==> src/rtl/core/swkcf_queue.sv <==
// Small synchronous FIFO between pipeline parts.
module swkcf_queue #(
    parameter int DATA_W = 8,
    parameter int DEPTH  = 2,
    localparam int PW = (DEPTH > 1) ? $clog2(DEPTH) : 1,
    localparam int CW = $clog2(DEPTH + 1)
) (
    input  logic              i_clk,
    input  logic              i_rst_n,
    input  logic              i_push_valid,
    input  logic [DATA_W-1:0] i_push_data,
    output logic              o_pop_valid,
    input  logic              i_pop_ready,
    output logic [DATA_W-1:0] o_pop_data,
    output logic [CW-1:0]     o_count
);

    logic [DATA_W-1:0] r_mem [DEPTH];
    logic [PW-1:0]     r_wr_ptr, r_rd_ptr;
    logic [CW-1:0]     r_count;
    logic              push, pop;

    // a push into a full queue is ignored; the writer checks o_count first
    assign o_pop_valid  = (r_count != '0);
    assign push         = i_push_valid & (r_count != CW'(DEPTH));
    assign pop          = o_pop_valid & i_pop_ready;
    assign o_pop_data   = r_mem[r_rd_ptr];
    assign o_count      = r_count;

    always_ff @(posedge i_clk) begin
        if (!i_rst_n) begin
            r_wr_ptr <= '0;
            r_rd_ptr <= '0;
            r_count  <= '0;
        end else begin
            if (push) begin
                r_wr_ptr <= (r_wr_ptr == PW'(DEPTH - 1)) ? '0 : r_wr_ptr + 1'b1;
            end
            if (pop) begin
                r_rd_ptr <= (r_rd_ptr == PW'(DEPTH - 1)) ? '0 : r_rd_ptr + 1'b1;
            end
            if (push && !pop) begin
                r_count <= r_count + 1'b1;
            end else if (pop && !push) begin
                r_count <= r_count - 1'b1;
            end
        end
    end

    always_ff @(posedge i_clk) begin
        if (push) begin
            r_mem[r_wr_ptr] <= i_push_data;
        end
    end

endmodule

==> config.mk <==
export PLATFORM = sky130hd
export DESIGN_NAME = swkcf_queue
export DESIGN_NICKNAME = d
export VERILOG_FILES = /design/src/rtl/core/swkcf_queue.sv
export SDC_FILE = /design/constraint.sdc
export NUM_CORES = 1
export LEC_CHECK = 0
export BUFFER_PORTS_ARGS = -buffer_cell sky130_fd_sc_hd__buf_4
export CORE_ASPECT_RATIO = 1.4
export CORE_UTILIZATION = 25
export CTS_CLUSTER_DIAMETER = 100
export DETAILED_ROUTE_END_ITERATION = 10
export GPL_ROUTABILITY_DRIVEN = 0
export SYNTH_ARGS = -nofsm -noshare
export SYNTH_HDL_FRONTEND = slang
export SYNTH_SLANG_ARGS = --single-unit
export TNS_END_PERCENT = 10
==> constraint.sdc <==
create_clock -name i_clk -period 1.5 [get_ports i_clk]
set_input_delay 0.3 -clock i_clk [delete_from_list [all_inputs] [get_ports i_clk]]
set_output_delay 0.3 -clock i_clk [all_outputs]
set_load 0.01 [all_outputs]
# Word-level counts from Yosys, hierarchy flattened
# Memory sizes are Yosys's and may differ from the RTL's. A register that Yosys moved wholly into a read port is not among the register bits.
# Cells that the tools add are included.
dict set report totals {
  regBits 4
  latchBits 0
  ramBits 16
  rom_bits 0
  input_bits 12
  word_cells 25
  mem_count 1
}
# memory depth width read_ports rd_clocked_by_memory_dff write_ports line_no
set memory_table {}
lappend memory_table {r_mem 2 8 1 1 1 18} ;# logic [DATA_W-1:0] r_mem [DEPTH];
dict set report op_classes {
  n_addsub 4
  mul 0
  div 0
  order_cmp 0
  n_eq_ne 1
  shifts 0
  mux 8
  bitwise_logic 2
  reduce_logical 6
}
# operator count
set ops {}
lappend ops {{1-bit two-way mux} 6}
lappend ops {{2-bit two-way mux} 2}
lappend ops {{2-bit nonzero test} 2}
lappend ops {{1-bit adder, second input constant} 2}
lappend ops {{2-bit by 1-bit adder with 2-bit output, second input constant} 1}
lappend ops {{1-bit AND} 2}
lappend ops {{1-bit logical AND} 2}
lappend ops {{1-bit logical NOT} 2}
lappend ops {{2-bit inequality test, second input constant} 1}
lappend ops {{2-bit by 1-bit subtractor with 2-bit output, second input constant} 1}

# Logic depth before layout (Yosys ltp)
# Gate-level depths: netlist of the first run.
dict set report logic_depth {
  ltp_word 6
  ltp_mapped 7
}

# Worst setup path before layout of the first run
# OpenSTA, ideal clock, no wires.
dict set report synth_timing {
  kind {flip-flop to flip-flop}
  startpoint {register r_count[0], in the netlist o_count[0]}
  endpoint {register r_count[1], in the netlist o_count[1]}
  arrival_time_ns 1.445
  setup_slack_ns -0.015
  path_stages_with_launch 7
  n_path_buf 0
  synth_period_minus_slack_ns 1.515
  path_cell_list {dfxtp_1 > nand2b_1 > nand2_1 > inv_1 > ha_1 > or3_1 > a21oi_1}
}
dict set report synth_via {
  elab_chain_len 5
}
# item line_no
set synth_lines {}
lappend synth_lines {{start: declaration} 20} ;# logic [CW-1:0] r_count;
lappend synth_lines {{start signal: assignment} 43} ;# r_count <= r_count + 1'b1;
lappend synth_lines {{start signal: assignment} 45} ;# r_count <= r_count - 1'b1;
lappend synth_lines {{2-bit inequality test or 2-bit nonzero test (tied branches)} {25, 24}}
lappend synth_lines {{1-bit AND (on tied branches)} {25, 26}}
lappend synth_lines {{1-bit logical NOT (on tied branches)} {44, 42}}
lappend synth_lines {{1-bit logical AND (on tied branches)} {44, 42}}
lappend synth_lines {{2-bit nonzero test (no line) or 2-bit two-way mux (tied branches)} -}
# Several ways; a longest one is shown, not always the timed one. The select of a mux whose other input is x is not followed.
# A chain may end at the register's enable or synchronous reset.

==> flow_metrics.tcl, run 1 <==
set metrics [dict create \
    outcome "finished, final reports clean" \
    grt.total_usage 0.0874 \
    fin_worst_skew_ns 0.00433 \
    critPathRequiredTime_ns 1.20 \
    final_common_cell "buf_4" \
    start_kind "flop" \
    layout-drive-gt1-share 0.549 \
    period_minus_slack_ns 1.48 \
    final_cell_mix "buf_4 (26), edfxtp_1 (16), mux2_2 (7), inv_1 (4), nor2_1 (4)" \
    ir_drop_v 0.000845 \
    rows 23 \
    syn_nets 65 \
    power.total_w 0.00186 \
    max_freq_ghz 0.678 \
    fin_crit_sh 0.984 \
    worstMarginPinSlew_ns 0.315 \
    multiInputGateArea_um2 226 \
    dp_cells 115 \
    setup_violations 0 \
    grt_pass1_wl_um 2210 \
    grt_overflow 0 \
    synth-simple-area-share 0.0532 \
    seq_area_um2 584 \
    syn_to_final_growth_pct 41.6 \
    synth_xor_area_frac 0.0329 \
    ys_seq_area_frac 0.726 \
    synthMuxAreaShare 0.113 \
    place_hpwl_um 987 \
    ctsLongestPathBuffers 2 \
    cts.sinks 21 \
    vias 498 \
    yosysWarnings 0 \
    numCtsBuffers 3 \
    wl_um 1340 \
    io-pin-count 23 \
    slew_violations 0 \
    cp_max_fo 8 \
    cap_violations 0 \
    initial_core_util 0.270 \
    die-area_um2 3430 \
    fillCellCount 292 \
    wl_per_cell_um 11.2 \
    ys_ff_latch 21 \
    end_kind "output port" \
    synth_compound_area_frac 0.0344 \
    grt_pass1_vias 537 \
    grt_max_degree 12 \
    holdCritPathClass "in -> reg" \
    clk_latency_ns 0.24 \
    synthDistinctLibCells 16 \
    postCtsHoldBufs 0 \
    cts_root_buf "clkbuf_8" \
    drt_iter0_drc 2 \
    cts_max_level 1 \
    clk_pin_slew_ns 0.07 \
    via_per_inst 4.18 \
    worstHoldStart "i_push_data[4]" \
    drcViolationCount 0 \
    powerDensity_nw_per_um2 1640 \
    leakagePower_nw 0.459 \
    dr.pass1.iters 2 \
    max_slew_margin 0.790 \
    final_core_util 0.382 \
    cts_setup_buffers 0 \
    synth_cells 52 \
    dieHeight_um 68.9 \
    critPathKind "reg -> out" \
    syn_area_per_cell_um2 15.4 \
    r2r-start "o_count[1]$_SDFFE_PN0P_" \
    rsz0062_at_grt "yes" \
    antenna_left 0 \
    placed_cell_area_um2 1060 \
    stdcell_area_um2 1130 \
    antenna_found_initial 0 \
    final_cell_count_no_fill 119 \
    syn_area_um2 800 \
    core_um2 2960 \
    cts_tree "built" \
    hold_viol 0 \
    portBuffers 22 \
    worst_ep_arrival_time_ns 1.18 \
    synth_top_family_by_area "multiplexers" \
    synthAdderAreaFrac 0.0156 \
    die_w_um 49.8 \
    nets 96 \
    diodes 0 \
]
-- layout make-up --
cell class | instances | share of cell area
Clock buffer | 4 | 0.0398
Inverter | 4 | 0.0133
Multi-Input combinational cell | 26 | 0.200
Sequential cell | 21 | 0.516
Tap cell | 37 | 0.0409
Timing Repair Buffer | 27 | 0.190
-- worst max-delay path, stage by stage (launching register included) --
cell and delay, ns:
dfxtp_2 0.34, buf_12 0.12, mux2_2 0.33, buf_4 0.14
-- registers in the layout, summed over array words and instances (netlist names), named ones only --
signal / flops
o_count: 2
r_rd_ptr: 1
r_wr_ptr: 1
r_mem: 16
-- stage by stage --
step	setup WS (ns)	hold slack [ns]	TNS [ns]
final	0.0246	0.237	0
after global routing	-0.0286	0.225	-0.201
after CTS	0.00463	0.230	0
after detailed placement	0.0263	0.491	0
after global placement	0.0751	0.486	0
after floorplan	0.00384	0.399	0
-- cell families after synthesis --
logic type                 Yosys count
DFF                                 21
and+or+nand+nor                      9
AOI/OAI and AO/OA                    5
muxes                                8
adders and majority gates            1
xor gates and xnor gates             3
buffers and inverters                5
-- routing by layer --
| metal | vias up | share of wire | wire [um] | GRT usage |
|---|---|---|---|---|
| li1 | 245 | - | - | - |
| met1 | 233 | 0.39 | 517 | 0.0864 |
| met2 | 18 | 0.55 | 739 | 0.171 |
| met3 | 2 | 0.048 | 64 | 0.0132 |
| met4 | 0 | 0.013 | 17 | 0.0536 |
| met5 | - | 0 | 0 | 0 |
-- cell usage after synthesis --
| master | instances | area share |
|---|---|---|
| xor2_1 | 3 | 0.033 |
| nand2b_1 | 1 | 0.0078 |
| or2_2 | 1 | 0.0078 |
| edfxtp_1 | 16 | 0.60 |
| nand3_1 | 1 | 0.0063 |
| a21oi_1 | 2 | 0.013 |
| nor2_1 | 4 | 0.019 |
| a21o_1 | 1 | 0.0094 |
| dfxtp_1 | 5 | 0.13 |
| o21ai_0 | 2 | 0.013 |
| mux2_2 | 8 | 0.11 |
| inv_1 | 4 | 0.019 |
| buf_2 | 1 | 0.0063 |
| ha_1 | 1 | 0.016 |
| or3_1 | 1 | 0.0078 |
| nand2_1 | 1 | 0.0047 |
-- where the power goes --
part	switching [W]	leakage [nW]	internal [W]
sequential	0.0000456	0.192	0.000746
clock	0.000149	0.0228	0.000188
combinational	0.000313	0.245	0.000416
total	0.000508	0.459	0.00135
-- repair_timing --
action,in CTS,in global routing
endpoints found under the setup margin,8,10
pin swaps,0,1
gates resized for setup,1,5
-- path summary, 6_finish.rpt --
kind	to	slack (ns)	cells past startpoint
setup / recovery	o_pop_data[5]	0.02	3
hold / removal	r_mem[0][4]$_DFFE_PP_	0.24	1
setup reg to reg	o_count[1]$_SDFFE_PN0P_	0.05	4
hold reg to reg	flop	0.51	2
Note: power is estimated with default switching activity, not from simulation.
==> run 2: changes to the inputs <==
--- a/config.mk
+++ b/config.mk
@@ -11,6 +11,7 @@
 export CTS_CLUSTER_DIAMETER = 100
 export DETAILED_ROUTE_END_ITERATION = 10
 export GPL_ROUTABILITY_DRIVEN = 0
+export PLACE_DENSITY = 0.44
 export SYNTH_ARGS = -nofsm -noshare
 export SYNTH_HDL_FRONTEND = slang
 export SYNTH_SLANG_ARGS = --single-unit
==> run 2 against run 1 <==
  * Cell area down 1.5%
  * Clock skew down 0.0036 ns
  * Maximum frequency down 0.32%
  * Worst hold slack worse by 0.0059 ns
  * Routed wire length down 3.1%
  * Largest power group unchanged
==> flow_metrics.tcl, run 2 (synthesized netlist as in run 1, its figures left out) <==
set metrics [dict create \
    r2r-start "o_count[0]$_SDFFE_PN0P_" \
    period_minus_slack_ns 1.48 \
    powerDensity_nw_per_um2 1630 \
    regMostFlops "r_mem" \
    diodes 0 \
    ff2ff_setup_slack_ns 0.09 \
    initial_core_util 0.270 \
    via_per_inst 4.03 \
    final_cell_mix "buf_4 (26), edfxtp_1 (16), mux2_2 (8), inv_1 (4), nor2_1 (4)" \
    die_w_um 49.8 \
    layout-drive-gt1-share 0.561 \
    clk_pin_slew_ns 0.07 \
    placed_cell_area_um2 1040 \
    ir_drop_v 0.000923 \
    clk_latency_ns 0.25 \
    portBuffers 22 \
    antenna_left 0 \
    worstHoldStart "i_push_data[2]" \
    antenna_found_initial 0 \
    critPathKind "reg -> out" \
    slew_violations 0 \
    numCtsBuffers 3 \
    holdCritPathClass "in -> reg" \
    io-pin-count 23 \
    start_kind "flop" \
    vias 479 \
    syn_to_final_growth_pct 39.4 \
    nets 96 \
    dieHeight_um 68.9 \
    hold_depth 1 \
    met1_usage 0.0905 \
    final_common_cell "buf_4" \
    drcViolationCount 0 \
    cts_root_buf "clkbuf_8" \
    fin_crit_sh 0.987 \
    cp_max_fo 8 \
    critPathRequiredTime_ns 1.20 \
    cap_violations 0 \
    setup_violations 0 \
    fillCellCount 302 \
    busiest_layer "met2" \
    cts_tree "built" \
    final_core_util 0.376 \
    ctsLongestPathBuffers 2 \
    seq_area_um2 587 \
    pre_cts_slack_ns 0.00470 \
    reg2regPathDepth 7 \
    max_freq_ghz 0.676 \
    worstReg2RegEnd "o_count[1]$_SDFFE_PN0P_" \
    power.total_w 0.00182 \
    cts_max_level 1 \
    worstMarginPinSlew_ns 0.337 \
    grt_max_degree 12 \
    grt.total_usage 0.0855 \
    worst_ep_arrival_time_ns 1.18 \
    fin_worst_skew_ns 0.000761 \
    cts.sinks 21 \
    core_um2 2960 \
    place_hpwl_um 940 \
    drt_iter0_drc 10 \
    hold_viol 0 \
    grt_pass1_vias 516 \
    rows 23 \
    rsz0062_at_grt "yes" \
    grt_pass1_wl_um 2130 \
    use_met3 0.0175 \
    dr.pass1.iters 4 \
    grt_overflow 0 \
    wl_um 1300 \
    largest_register_ffs 16 \
    end_kind "output port" \
    stdcell_area_um2 1110 \
    multiInputGateArea_um2 215 \
    die-area_um2 3430 \
    wl_per_cell_um 10.9 \
    met2_usage 0.155 \
    outcome "finished, final reports clean" \
    leakagePower_nw 0.451 \
    max_slew_margin 0.775 \
    holdPathEnd "r_mem[0][2]$_DFFE_PP_" \
    setup_slack_ns 0.0199 \
]
==> run 2: metrics by stage <==
step / cells / TNS, ns / hold WS (ns)
after floorplan: 52 / 0 / 0.399
after global placement: 114 / 0 / 0.486
after detailed placement: 114 / 0 / 0.490
after CTS: 118 / -0.0162 / 0.224
after global routing: 119 / -0.247 / 0.220
final: 119 / 0 / 0.231
==> run 2: power by group <==
part	total, W	internal [W]	switching (W)	leakage [nW]
clock	0.000350	0.000188	0.000162	0.0228
combinational	0.000663	0.000381	0.000282	0.236
sequential	0.000807	0.000750	0.0000568	0.192
total	0.00182	0.00132	0.000501	0.451
==> run 2: layer usage <==
| layer | vias up | wire (um) |
|---|---|---|
| li1 | 246 | - |
| met1 | 215 | 555 |
| met2 | 16 | 644 |
| met3 | 2 | 86 |
| met4 | 0 | 10 |
| met5 | - | 0 |
==> run 2: worst max path at each step <==
stage                            start                 endpoint  slack (ns)
6_report                          flop            o_pop_data[4]        0.02
5_1_grt                           flop            o_pop_data[2]       -0.04
4_1_cts                           flop            o_pop_data[4]      -0.006
3_5_place_dp   o_count[1]$_SDFFE_PN0P_  o_count[1]$_SDFFE_PN0P_       0.005
3_3_place_gp   o_count[1]$_SDFFE_PN0P_  o_count[1]$_SDFFE_PN0P_       0.009
2_1_floorplan  o_count[1]$_SDFFE_PN0P_  o_count[1]$_SDFFE_PN0P_       0.004
==> run 2: final cells by class <==
type,instances,share of cell area
well taps,37,0.0415
multi-input cells,26,0.193
flip-flops and latches,21,0.526
repair buffers,27,0.185
inverters,4,0.0135
clock buffers,4,0.0404
==> run 2: timing repair <==
item | 4_1_cts | 5_1_grt
setup buffers | 0 | 1
gates resized for setup | 4 | 5
endpoints found under the setup margin | 9 | 9
pin swaps | 0 | 3
hold buffers | 0 | 0
==> run 2: critical path, stage by stage, from the launching register on <==
cell and delay [ns]:
dfxtp_2 0.32, buf_6 0.13, mux2_2 0.33, buf_4 0.14
==> run 3: changes to the inputs <==
--- a/config.mk
+++ b/config.mk
@@ -12,6 +12,7 @@
 export DETAILED_ROUTE_END_ITERATION = 10
 export GPL_ROUTABILITY_DRIVEN = 0
 export PLACE_DENSITY = 0.44
+export RECOVER_POWER = 25
 export SYNTH_ARGS = -nofsm -noshare
 export SYNTH_HDL_FRONTEND = slang
 export SYNTH_SLANG_ARGS = --single-unit
==> run 3 against run 2 <==
  * Worst hold slack better by 0.0047 ns
  * Combinational power hardly changed
  * Count of clock-buffer cells in the layout stayed put
  * Flip-flop and latch count stayed put
  * Maximum frequency hardly changed
  * Sequential share of layout area stayed put
  * Final cell count stayed put
  * Non-clock buffer count stayed put
  * Power is 0.29% lower
  * Via count is 0.21% higher
  * Critical endpoint is now o_pop_data[3]
  * Critical path depth stayed put
  * Critical path type unchanged
==> flow_metrics.tcl, run 3 (synthesized netlist as in run 1, its figures left out) <==
set metrics [dict create \
    numCtsBuffers 3 \
    die-area_um2 3430 \
    rows 23 \
    cts_tree "built" \
    period_minus_slack_ns 1.48 \
    ir_drop_v 0.000917 \
    max_slew_margin 0.772 \
    grt_pass1_wl_um 2130 \
    clk_latency_ns 0.25 \
    worst_ep_arrival_time_ns 1.18 \
    met2_usage 0.155 \
    worstHoldStart "i_push_data[4]" \
    cts.sinks 21 \
    start_kind "flop" \
    rsz0062_at_grt "yes" \
    critPathKind "reg -> out" \
    stdcell_area_um2 1110 \
    cts_root_buf "clkbuf_8" \
    setup_violations 0 \
    largest_register_ffs 16 \
    grt_pass1_vias 516 \
    critPathRequiredTime_ns 1.20 \
    drt_iter0_drc 10 \
    cts_max_level 1 \
    holdCritPathClass "in -> reg" \
    grt_overflow 0 \
    postCtsHoldBufs 0 \
    final_cell_mix "buf_4 (21), edfxtp_1 (16), mux2_2 (8), clkbuf_4 (5)" \
    powerDensity_nw_per_um2 1630 \
    drcViolationCount 0 \
    worstMarginPinSlew_ns 0.341 \
    via_per_inst 4.03 \
    met1_usage 0.0905 \
    vias 480 \
    initial_core_util 0.270 \
    wl_per_cell_um 10.8 \
    cp_max_fo 8 \
    layout-drive-gt1-share 0.561 \
    nets 96 \
    dieHeight_um 68.9 \
    grt.total_usage 0.0855 \
    antenna_left 0 \
    placed_cell_area_um2 1040 \
    power.total_w 0.00182 \
    dr.pass1.iters 4 \
    use_met3 0.0175 \
    wl_um 1290 \
    diodes 0 \
    cap_violations 0 \
    busiest_layer "met2" \
    reg2regPathDepth 7 \
    fin_worst_skew_ns 0.00123 \
    end_kind "output port" \
    outcome "finished, final reports clean" \
    hold_depth 1 \
    leakagePower_nw 0.450 \
    r2r-start "o_count[0]$_SDFFE_PN0P_" \
    regMostFlops "r_mem" \
    clk_pin_slew_ns 0.07 \
    holdWs_ns 0.236 \
    slew_violations 0 \
    portBuffers 22 \
    final_common_cell "buf_4" \
    antenna_found_initial 0 \
    hold_viol 0 \
    core_um2 2960 \
    fin_crit_sh 0.986 \
    fin_setup_tns_ns 0 \
    io-pin-count 23 \
    max_freq_ghz 0.676 \
    grt_max_degree 12 \
    die_w_um 49.8 \
    place_hpwl_um 940 \
    ctsLongestPathBuffers 2 \
    syn_to_final_growth_pct 39.4 \
]
run 3: changes by cell type in the layout (fill, tap and decap cells not counted), sizes merged:
cell,before,now
buf,27,22
clkbuf,4,9
run 3: area by class of cell:
| cell class | instances | area [um^2] |
|---|---|---|
| Timing Repair Buffer | 27 | 206 |
| Multi-Input combinational cell | 26 | 215 |
| Sequential cell | 21 | 587 |
| Fill cell | 302 | 1850 |
| Clock buffer | 4 | 45.0 |
| Inverter | 4 | 15.0 |
| Tap cell | 37 | 46.3 |
run 3: what timing repair did:
action | CTS | global route
setup buffers | 0 | 1
gates resized for setup | 4 | 5
endpoints found under the setup margin | 9 | 9
pin swaps | 0 | 3
run 3: through the flow:
stage,instances,util,setup WS (ns)
floorplan,52,-,0.00384
global placement,114,0.352,0.00923
detailed placement,114,0.352,0.00470
CTS,118,0.370,-0.00601
global route,119,0.376,-0.0413
finish,119,0.376,0.0209
run 3: metal layers:
layer / up-vias / part of all wire
met2: 16 / 0.51
met3: 2 / 0.062
met1: 215 / 0.41
met4: 0 / 0.0078
met5: - / 0
li1: 247 / -
run 3: worst paths after layout:
path	endpoint	slack (ns)
min reg2reg	flop	0.51
min	r_mem[0][4]$_DFFE_PP_	0.24
max	o_pop_data[3]	0.02
max reg2reg	o_count[1]$_SDFFE_PN0P_	0.09
run 3: report_power, final:
part	leakage, nW	switching (W)	internal [W]	total, W
logic	0.235	0.000282	0.000381	0.000663
registers	0.192	0.0000566	0.000750	0.000807
clock network	0.0228	0.000157	0.000188	0.000346
total	0.450	0.000496	0.00132	0.00182
run 3: worst max-delay path: stages, from the launching register on:
cell and delay [ns]:
dfxtp_2 0.32, buf_6 0.13, mux2_2 0.33, buf_4 0.14
